<file path="src/rtl/core/rsp_pkg.sv">
// Shared types, constants and GF(256) arithmetic for the Reed-Solomon parity encoder.
`timescale 1ns / 1ps

package rsp_pkg;

	localparam logic [7:0] FIELD_POLY_LOW = 8'h1D;
	localparam logic [5:0] PARITY_RESET   = 6'd10;

	typedef struct packed {
		logic       gen_init;
		logic       gen_step;
		logic       enc_step;
		logic       enc_last;
		logic       rem_clear;
		logic       out_shift;
		logic [7:0] operand;
	} cell_ctrl_t;

	function automatic logic [7:0] gf_mul(input logic [7:0] x, input logic [7:0] y);
		logic [7:0] a;
		logic [7:0] r;
		a = x;
		r = 8'h00;
		for (int k = 0; k < 8; k++) begin
			if (y[k]) begin
				r = r ^ a;
			end
			a = {a[6:0], 1'b0} ^ (a[7] ? FIELD_POLY_LOW : 8'h00);
		end
		return r;
	endfunction

endpackage

</file>
<file path="src/rtl/core/rsp_cell.sv">
// One cell of the encoder chain: generator coefficient, remainder byte and output byte.
`timescale 1ns / 1ps

module rsp_cell (
	input  logic              clk,
	input  logic              arst_n,
	input  rsp_pkg::cell_ctrl_t ctrl,
	input  logic [7:0]        seed,
	input  logic [7:0]        g_prev,
	input  logic [7:0]        r_prev,
	input  logic [7:0]        o_prev,
	output logic [7:0]        g_out,
	output logic [7:0]        r_out,
	output logic [7:0]        o_out
);

	logic [7:0] g_q;
	logic [7:0] r_q;
	logic [7:0] o_q;
	logic [7:0] prod;
	logic [7:0] r_next;

	assign prod   = rsp_pkg::gf_mul(g_q, ctrl.operand);
	assign r_next = r_prev ^ prod;

	always_ff @(posedge clk) begin
		if (ctrl.gen_init) begin
			g_q <= seed;
		end else if (ctrl.gen_step) begin
			g_q <= g_prev ^ prod;
		end
	end

	always_ff @(posedge clk or negedge arst_n) begin
		if (!arst_n) begin
			r_q <= 8'h00;
		end else if (ctrl.rem_clear) begin
			r_q <= 8'h00;
		end else if (ctrl.enc_step) begin
			r_q <= ctrl.enc_last ? 8'h00 : r_next;
		end
	end

	always_ff @(posedge clk) begin
		if (ctrl.enc_step && ctrl.enc_last) begin
			o_q <= r_next;
		end else if (ctrl.out_shift) begin
			o_q <= o_prev;
		end
	end

	assign g_out = g_q;
	assign r_out = r_q;
	assign o_out = o_q;

endmodule

</file>
<file path="src/rtl/core/reed_solomon_parity_encoder_top.sv">
// Top level of the Reed-Solomon GF(256) systematic parity encoder built from a chain of cells.
// Throughput: one data byte per cycle while s_tready is high; parity bytes drain one per
// cycle while m_tready is high, as the next codeword's data keeps flowing in through the
// separate output shift chain. The first parity byte is valid in the cycle after the last
// data transfer; n parity bytes (n = effective parity count) are sent in all. A last byte is held
// off only while the previous codeword's parity has not yet drained. After reset and each parity_count
// write the generator is rebuilt in INIT and BUILD with s_tready low; the remainder resets to zero.
`timescale 1ns / 1ps

module reed_solomon_parity_encoder_top #(
	parameter int MAX_PARITY = 32
) (
	input  logic       clk,
	input  logic       arst_n,
	input  logic       cfg_we,
	input  logic [5:0] cfg_wdata,    // parity_count
	input  logic       s_tvalid,
	output logic       s_tready,
	input  logic [7:0] s_tdata,      // [7:0] data_byte
	input  logic       s_tlast,      // last_data
	output logic       m_tvalid,
	input  logic       m_tready,
	output logic [7:0] m_tdata,      // [7:0] parity_byte
	output logic       m_tlast       // last_parity
);

	localparam int CW = $clog2(MAX_PARITY + 1);

	localparam logic [1:0] ST_INIT  = 2'd0;
	localparam logic [1:0] ST_BUILD = 2'd1;
	localparam logic [1:0] ST_RUN   = 2'd2;

	logic [1:0]          state_q;
	logic [5:0]          parity_q;
	logic [CW-1:0]       iter_q;
	logic [CW-1:0]       cnt_q;
	logic [7:0]          root_q;
	logic [CW-1:0]       n_eff;
	logic [7:0]          fb;
	logic                drain_free;
	logic                in_xfer;
	logic                out_xfer;
	rsp_pkg::cell_ctrl_t ctrl;

	logic [7:0] g_ch [MAX_PARITY+1];
	logic [7:0] r_ch [MAX_PARITY+1];
	logic [7:0] o_ch [MAX_PARITY+1];

	always_comb begin
		if (parity_q == 6'd0) begin
			n_eff = CW'(1);
		end else if (int'(parity_q) > MAX_PARITY) begin
			n_eff = CW'(MAX_PARITY);
		end else begin
			n_eff = CW'(parity_q);
		end
	end

	assign g_ch[0] = 8'h00;
	assign r_ch[0] = 8'h00;
	assign o_ch[0] = 8'h00;

	assign fb         = s_tdata ^ r_ch[n_eff];
	assign drain_free = (cnt_q == '0) || ((cnt_q == CW'(1)) && m_tready);
	assign s_tready   = (state_q == ST_RUN) && (!s_tlast || drain_free);
	assign in_xfer    = s_tvalid && s_tready;
	assign out_xfer   = m_tvalid && m_tready;

	assign m_tvalid = (cnt_q != '0);
	assign m_tdata  = o_ch[n_eff];
	assign m_tlast  = (cnt_q == CW'(1));

	always_comb begin
		ctrl.gen_init  = (state_q == ST_INIT);
		ctrl.gen_step  = (state_q == ST_BUILD);
		ctrl.rem_clear = (state_q == ST_INIT);
		ctrl.enc_step  = in_xfer;
		ctrl.enc_last  = s_tlast;
		ctrl.out_shift = out_xfer;
		ctrl.operand   = (state_q == ST_BUILD) ? root_q : fb;
	end

	for (genvar k = 0; k < MAX_PARITY; k++) begin : g_cell
		rsp_cell u_cell (
			.clk    (clk),
			.arst_n (arst_n),
			.ctrl   (ctrl),
			.seed   ((k == 0) ? 8'h01 : 8'h00),
			.g_prev (g_ch[k]),
			.r_prev (r_ch[k]),
			.o_prev (o_ch[k]),
			.g_out  (g_ch[k+1]),
			.r_out  (r_ch[k+1]),
			.o_out  (o_ch[k+1])
		);
	end

	always_ff @(posedge clk or negedge arst_n) begin
		if (!arst_n) begin
			parity_q <= rsp_pkg::PARITY_RESET;
		end else if (cfg_we) begin
			parity_q <= cfg_wdata;
		end
	end

	always_ff @(posedge clk or negedge arst_n) begin
		if (!arst_n) begin
			state_q <= ST_INIT;
			iter_q  <= '0;
			root_q  <= 8'h01;
		end else if (cfg_we) begin
			state_q <= ST_INIT;
		end else begin
			case (state_q)
				ST_INIT: begin
					state_q <= ST_BUILD;
					iter_q  <= CW'(1);
					root_q  <= 8'h01;
				end
				ST_BUILD: begin
					root_q <= rsp_pkg::gf_mul(root_q, 8'h02);
					iter_q <= iter_q + CW'(1);
					if (iter_q == n_eff) begin
						state_q <= ST_RUN;
					end
				end
				ST_RUN: begin
					state_q <= ST_RUN;
				end
				default: begin
					state_q <= ST_INIT;
				end
			endcase
		end
	end

	always_ff @(posedge clk or negedge arst_n) begin
		if (!arst_n) begin
			cnt_q <= '0;
		end else if (in_xfer && s_tlast) begin
			cnt_q <= n_eff;
		end else if (out_xfer) begin
			cnt_q <= cnt_q - CW'(1);
		end
	end

	a_ready_only_run: assert property (@(posedge clk) disable iff (!arst_n)
		s_tready |-> state_q == ST_RUN)
		else $error("input accepted outside run state");

	a_last_starts_drain: assert property (@(posedge clk) disable iff (!arst_n)
		(in_xfer && s_tlast && !cfg_we) |=> (m_tvalid && cnt_q == n_eff))
		else $error("last data transfer did not load parity drain");

	a_cnt_bounded: assert property (@(posedge clk) disable iff (!arst_n)
		cnt_q <= n_eff)
		else $error("drain count exceeds parity count");

	a_build_bounded: assert property (@(posedge clk) disable iff (!arst_n)
		state_q == ST_BUILD |-> (iter_q <= n_eff && iter_q != '0))
		else $error("generator build overran");

	a_last_ends_drain: assert property (@(posedge clk) disable iff (!arst_n)
		(out_xfer && m_tlast && !in_xfer) |=> !m_tvalid)
		else $error("output still valid after final parity transfer");

endmodule
</file>
<file path="config.mk">
export PLATFORM = sky130hd
export DESIGN_NAME = reed_solomon_parity_encoder_top
export DESIGN_NICKNAME = d
export VERILOG_FILES = /design/src/rtl/core/rsp_pkg.sv /design/src/rtl/core/rsp_cell.sv /design/src/rtl/core/reed_solomon_parity_encoder_top.sv
export SDC_FILE = /design/constraint.sdc
export NUM_CORES = 2
export LEC_CHECK = 0
export ABC_AREA = 1
export BUFFER_PORTS_ARGS = -buffer_cell sky130_fd_sc_hd__buf_2
export CAP_MARGIN = 20
export CORE_UTILIZATION = 50
export CTS_CLUSTER_DIAMETER = 30
export DETAILED_ROUTE_END_ITERATION = 6
export MAX_ROUTING_LAYER = met4
export PLACE_DENSITY = 0.65
export SYNTH_ARGS = -nofsm -noshare
export SYNTH_HDL_FRONTEND = slang
export SYNTH_SLANG_ARGS = --single-unit
</file>
<file path="constraint.sdc">
create_clock -name clk -period 10.1 [get_ports clk]
set_clock_uncertainty 0.2 [all_clocks]
set_input_delay 2.02 -clock clk [delete_from_list [all_inputs] [get_ports clk]]
set_output_delay 2.02 -clock clk [all_outputs]
set_load 0.01 [all_outputs]
</file>
# == Word-level counts from Yosys, hierarchy flattened ==
# Index checks and enable logic that the tools add are counted.
# word_totals
memories,0
wordCells,1297
ramBits,0
latchBits,0
regBits,796
mem_bits_ro,0
# op_classes
mux,657
n_bitwise,514
reduce_logical,16
order_cmp,2
div_mod_pow,0
n_eq_ne,5
n_shift,0
addsub,2
mul,0
# op_table
op,count
$xor A8 B8 Y8,511
$mux W8,421
$mux W5,225
$bmux W8 S6,2
$mux W6,4
$pmux W8 S2,1
$logic_not A6 Y1,2
$pmux W6 S2,1
$xor A8 B5 Y8,1
$ge A7 B7 Y1 const B,1
$not A6 Y7,1
$add A6 B1 Y6 const B,1
$eq A6 B1 Y1 const B,1
$eq A6 B6 Y1,1
$gt A6 B6 Y1 const B,1
$pmux W2 S3,1
$reduce_bool A2 Y1,3
$reduce_bool A6 Y1,1
$sub A6 B1 Y6 const B,1
$logic_and A1 B1 Y1,5
$mux W2,2
$ne A3 B2 Y1 const B,1
$eq A2 B1 Y1 const B,1
$eq A2 B2 Y1 const B,1
other kinds (5),6

# == Depth between registers and ports, before layout ==
# depth
word_depth,28
ltp_mapped,33
mapped_depth_nobuf,30

# == Modules after synthesis ==
# Synthesis repeated with hierarchy kept, for this count alone.
# hier_totals
cells_unflattened,17221
area_unflattened_um2,98209.2
# by_module_without_submodules
mod,seq_area_each_um2,cells_each,n_inst,area_each_um2
rsp_cell (g_cell[10].u_cell ...),680.7,496,31,2845.2
reed_solomon_parity_encoder_top,704.4,1350,1,7085.5
rsp_cell (g_cell[0].u_cell),680.7,495,1,2921.6

# == Worst setup path after synthesis ==
# OpenSTA, ideal clock, no wires.
# synth_path
path_kind,input -> register
start,input m_tready
end,register cnt_q[1]
stages,6
required_time_ns,9.476
setup_ns,0.424
path_slack_ns,0.954
arrival_time_ns,8.523
path_cell_list,nand2_1 > a31oi_1 > nand3_1 > clkbuf_1 > nand2_1 > o221ai_1
# synth_via
elab_chain_cells,7
# synth_rtl
element,line,rtl
from (decl),reed_solomon_parity_encoder_top.sv:22,"input logic m_tready,"
$logic_and A1 B1 Y1 (*),reed_solomon_parity_encoder_top.sv:64,assign drain_free = (cnt_q == '0) || ((cnt_q == CW'(1)) && m_tready);
$logic_or A1 B1 Y1 (*),reed_solomon_parity_encoder_top.sv:64,
$logic_or A1 B1 Y1 (*),reed_solomon_parity_encoder_top.sv:65,assign s_tready = (state_q == ST_RUN) && (!s_tlast || drain_free);
$logic_and A1 B1 Y1 (*),reed_solomon_parity_encoder_top.sv:65,
via s_tready,reed_solomon_parity_encoder_top.sv:18,"output logic s_tready,"
$logic_and A1 B1 Y1 (*),reed_solomon_parity_encoder_top.sv:66,assign in_xfer = s_tvalid && s_tready;
$logic_and A1 B1 Y1 (*),reed_solomon_parity_encoder_top.sv:140,end else if (in_xfer && s_tlast) begin
$mux W6 / $reduce_bool A2 Y1 (equally long branches),--,
to (signal assigned),reed_solomon_parity_encoder_top.sv:141,cnt_q <= n_eff;
to (signal assigned),reed_solomon_parity_encoder_top.sv:143,cnt_q <= cnt_q - CW'(1);
to (decl),reed_solomon_parity_encoder_top.sv:36,logic [CW-1:0] cnt_q;
# Mark *: on every way through the listed nets, which the timed path passes. The rest lies on a longest branch.
# A chain may end at the register's enable or synchronous reset.

# == Final worst setup path ==
# layout_path
start,register parity_q[3]
end,output m_tdata[5]
# layout_via
elab_chain_cells,7
# layout_rtl
element,line,rtl
from (decl),reed_solomon_parity_encoder_top.sv:34,logic [5:0] parity_q;
from (signal assigned),reed_solomon_parity_encoder_top.sv:100,parity_q <= rsp_pkg::PARITY_RESET;
from (signal assigned),reed_solomon_parity_encoder_top.sv:102,parity_q <= cfg_wdata;
$gt A6 B6 Y1,reed_solomon_parity_encoder_top.sv:52,end else if (int'(parity_q) > MAX_PARITY) begin
$mux W6,reed_solomon_parity_encoder_top.sv:52,
$mux W6 (*),reed_solomon_parity_encoder_top.sv:50,if (parity_q == 6'd0) begin
$not A6 Y7 (implied by the code) (*),reed_solomon_parity_encoder_top.sv:70,assign m_tdata = o_ch[n_eff];
$bmux W8 S6 (*),reed_solomon_parity_encoder_top.sv:70,
$mux W8 (implied by the code) (*) (2 in a row),reed_solomon_parity_encoder_top.sv:70,
to (decl),reed_solomon_parity_encoder_top.sv:23,"output logic [7:0] m_tdata,"
# Mark *: on every way between the ends. The rest lies on a longest branch, timed or not. The select of a mux whose other input is x is not followed.

==> qor.yml <==
outcome:
  outcome: "finished with violations"
  failed_checks: "DRC"
drt:
  route.antenna.remaining_nets: 0
  detailedRoute.firstPassIterationCount: 7
  wirelength_mm: 388
  via_count: 99200
  route.detailed.wl_per_inst_um: 23.1
  route.detailed.drc: 48
  drt-vias-per-instance: 5.91
  initialDrtViolationCount: 14000
layout:
  design.final.nets: 14300
  layout-area-overhead-vs-synth_pct: 12.8
  share_of_cells_above_drive_strength_1: 0.0481
  post-route-util: 0.568
floorplan:
  die_area_sq_um: 172000
  placement_rows: 151
  core_area_sq_um: 169000
  initial_core_util: 0.504
  ioPinCount: 31
  dieWidth_um: 415
  die_h_um: 415
critical_path:
  worst_setup_path_end_kind: "primary output"
  crit_path_cell_trace: "nor2_1 -> nand3_4 -> nand2_8 -> inv_2 -> buf_4 -> buf_4 -> o21ai_0 -> o2111ai_1 -> nand3_1 -> o211ai_1 -> buf_2"
  slowest_delay_ps: 700
  cp.buffers_inverters: 4
  worst_path_most_repeated_cell: "sky130_fd_sc_hd__buf_4"
  critical_path_class: "reg2out"
  crit_family: "buffers and inverters"
  crit_arrival_ps: 6090
  crit_path_max_fanout: 83
  startpoint_type: "flop"
  slowest_stage: "sky130_fd_sc_hd__inv_2"
  worstPathRequired_ps: 7880
synthesis:
  synth_seq_cells: 796
  ys_dominant_reg_cell: "sky130_fd_sc_hd__dfrtp_1"
  postSynth.asyncResetShare: 0.357
  yosysUniqueCellTypes: 52
  synth_edf_count: 256
  netlist_instances: 14600
  syn_nets: 14600
  yosysSeqAreaShare: 0.234
  yosys_warn_count: 0
  syn-mean-instance-area_sq_um: 5.85
  mappedNetlistArea_sq_um: 85300
sta:
  sum_of_negative_setup_slack_ps: 0
  maxSlewViolCount: 0
  max_clock_freq_ghz: 0.120
  finalSetupViolCount: 0
  timing.final.crit_share: 0.823
  grt_setup_unrepaired: "false"
  finalHoldViolations: 0
  hold_ws_ps: 299
  tightest_slew_ps: 1240
  min_setup_slack_post_route_ps: 1790
  layout_min_cycle_time_ps: 8310
  slew_headroom: 0.175
clock_tree:
  clk_pin_slew_worst_paths_ps: 40
  cts_repair_resize_count: 0
  htree_num_levels: 5
  tritoncts: "yes"
  insertion_delay_ps: 940
  numCtsBuffers: 291
  clock_tree_buffer_depth: 4
  cts.sink_count: 796
  post_cts_hold_buffer_count: 0
  post-cts-setup-buffer-count: 0
  cts_root_buf: "sky130_fd_sc_hd__clkbuf_16"
global_route:
  grt_pass1_wl_mm: 573
  antenna_violations_before_repair: 17
  grt.overflow.total: 0
  grt_start_max_net_pins: 149
  grt.total_usage: 0.448
  grt_pass1_vias: 92000
placement:
  numPortBuffers: 30
  placement.setup.worst_slack_ps: 2780
  dp_hpwl_mm: 256
  gp_congestion: 1.03
flow_run:
  max_cap_viol_count: 0
hold_path:
  min_path_type: "reg2reg"
worst min-delay path: cells and delay by family (launching register included):
family           cells  cell delay [ps]
flip-flops           1              380
AND/OR/NAND/NOR      2              110
layer usage:
metal,wire [um],vias to the layer above,track usage
met5,0,-,-
met4,27000,0,0.278
met3,47300,1478,0.0978
met2,164000,6487,0.655
met1,149000,45800,0.560
li1,-,45400,-
kinds of logic (layout without fill, tap and decap cells):
logic type	Yosys count	after routing	share of synthesized area
buffers and inverters	2532	2488	0.119
other	0	13	0
AOI/OAI and AO/OA	1112	1112	0.0682
and+or+nand+nor	8654	8654	0.425
muxes	1	1	0.000132
adders and majority gates	7	7	0.00103
DFF	796	796	0.234
xor gates and xnor gates	1481	1481	0.153
sequential cells by signal, indices dropped and copies added, names as in the netlist:
signal               flops
cnt_q                    6
g_cell.u_cell.g_out    256
g_cell.u_cell.o_out    256
g_cell.u_cell.r_out    256
iter_q                   6
parity_q                 6
root_q                   8
state_q                  2
area by class of cell:
type | count | area (sq um)
clock inverter | 126 | 1430
inverter | 1825 | 6890
fill | 16900 | 73100
tap | 2218 | 2780
multi-input combinational | 11300 | 55500
antenna | 13 | 32.5
sequential | 796 | 19900
timing repair buffer | 149 | 1390
clock buffer | 388 | 8280
stage by stage:
step,instance area [sq um],std cells
after floorplan,85300,14600
after global placement,86400,16200
after detailed placement,86400,16200
after CTS,96100,16800
after global routing,96200,16800
final,96200,16800
path summary, 6_finish.rpt:
check / startpoint / end / cells past startpoint / slack (ps)
worst max-delay path: parity_q[3] / m_tdata[5] / 11 / 1790
worst min-delay path: parity_q[1] / parity_q[1] / 2 / 300
worst max register to register: parity_q[5] / g_cell[21].u_cell.o_out[3] / 25 / 2270
worst min register to register: parity_q[1] / parity_q[1] / 2 / 300
max in group asynchronous: arst_n / g_cell[5].u_cell.r_out[4] / 2 / 7110
min in group asynchronous: arst_n / g_cell[24].u_cell.r_out[5] / 1 / 990
cells in the mapped netlist, types with 2 or more instances:
| library cell | instances | area, sq um |
|---|---|---|
| sky130_fd_sc_hd__nand2b_1 | 2 | 12.5 |
| sky130_fd_sc_hd__dfxtp_1 | 256 | 5120 |
| sky130_fd_sc_hd__o211ai_1 | 44 | 330 |
| sky130_fd_sc_hd__ha_1 | 7 | 87.6 |
| sky130_fd_sc_hd__buf_4 | 59 | 443 |
| sky130_fd_sc_hd__o221ai_1 | 3 | 26.3 |
| sky130_fd_sc_hd__a31oi_1 | 16 | 100 |
| sky130_fd_sc_hd__xnor2_1 | 685 | 6000 |
| sky130_fd_sc_hd__a221oi_1 | 2 | 17.5 |
| sky130_fd_sc_hd__edfxtp_1 | 256 | 7690 |
| sky130_fd_sc_hd__or2_1 | 9 | 56.3 |
| sky130_fd_sc_hd__nand2_2 | 8 | 50.1 |
| sky130_fd_sc_hd__buf_6 | 18 | 203 |
| sky130_fd_sc_hd__o2111ai_1 | 3 | 26.3 |
| sky130_fd_sc_hd__dfrtp_1 | 281 | 7030 |
| sky130_fd_sc_hd__dfstp_2 | 3 | 78.8 |
| sky130_fd_sc_hd__nor3_1 | 2 | 10.0 |
| sky130_fd_sc_hd__nand3_2 | 7 | 70.1 |
| sky130_fd_sc_hd__a211o_1 | 2 | 17.5 |
| sky130_fd_sc_hd__nand3b_1 | 119 | 893 |
| sky130_fd_sc_hd__o21a_1 | 2 | 15.0 |
| sky130_fd_sc_hd__clkbuf_1 | 343 | 1290 |
| sky130_fd_sc_hd__a211oi_1 | 4 | 30.0 |
| sky130_fd_sc_hd__a32o_1 | 3 | 30.0 |
| sky130_fd_sc_hd__or2_2 | 33 | 206 |
| sky130_fd_sc_hd__nand3_1 | 2364 | 11800 |
| sky130_fd_sc_hd__buf_1 | 77 | 289 |
| sky130_fd_sc_hd__o21ai_0 | 602 | 3010 |
| sky130_fd_sc_hd__inv_2 | 11 | 41.3 |
| sky130_fd_sc_hd__nor2_1 | 946 | 3550 |
| sky130_fd_sc_hd__o21ai_1 | 77 | 385 |
| sky130_fd_sc_hd__xnor2_2 | 12 | 195 |
| sky130_fd_sc_hd__o22ai_1 | 10 | 62.6 |
| sky130_fd_sc_hd__xor2_1 | 784 | 6870 |
| sky130_fd_sc_hd__nand2_1 | 5097 | 19100 |
| sky130_fd_sc_hd__a221o_1 | 3 | 30.0 |
| sky130_fd_sc_hd__nand2_4 | 3 | 33.8 |
| sky130_fd_sc_hd__o31ai_1 | 5 | 37.5 |
| sky130_fd_sc_hd__inv_1 | 1795 | 6740 |
| sky130_fd_sc_hd__nand4_1 | 62 | 388 |
| sky130_fd_sc_hd__a21oi_1 | 331 | 1660 |
| sky130_fd_sc_hd__buf_2 | 210 | 1050 |
| sky130_fd_sc_hd__clkinv_1 | 18 | 67.6 |
cell usage in the layout, fill, tap and decap left out, drive strengths merged, types with 4 or more instances in the layout:
| cell | Yosys | routed |
|---|---|---|
| inv | 1806 | 1813 |
| nand3b | 119 | 119 |
| clkinvlp | 0 | 10 |
| a21oi | 331 | 331 |
| o21ai | 679 | 679 |
| edfxtp | 256 | 256 |
| buf | 364 | 149 |
| or2 | 42 | 42 |
| o31ai | 5 | 5 |
| nand2 | 5108 | 5108 |
| nand4 | 62 | 62 |
| xor2 | 784 | 784 |
| ha | 7 | 7 |
| o211ai | 44 | 44 |
| diode | 0 | 13 |
| clkinv | 19 | 98 |
| clkbuf | 343 | 388 |
| dfxtp | 256 | 256 |
| xnor2 | 697 | 697 |
| dfrtp | 281 | 281 |
| nor2 | 948 | 948 |
| nand3 | 2371 | 2371 |
| bufinv | 0 | 30 |
| a31oi | 16 | 16 |
| a211oi | 4 | 4 |
| o22ai | 10 | 10 |
Power is left out: the tool's default activity adds up to more than one toggle a clock period on the data nets, which glitch-free logic cannot reach.
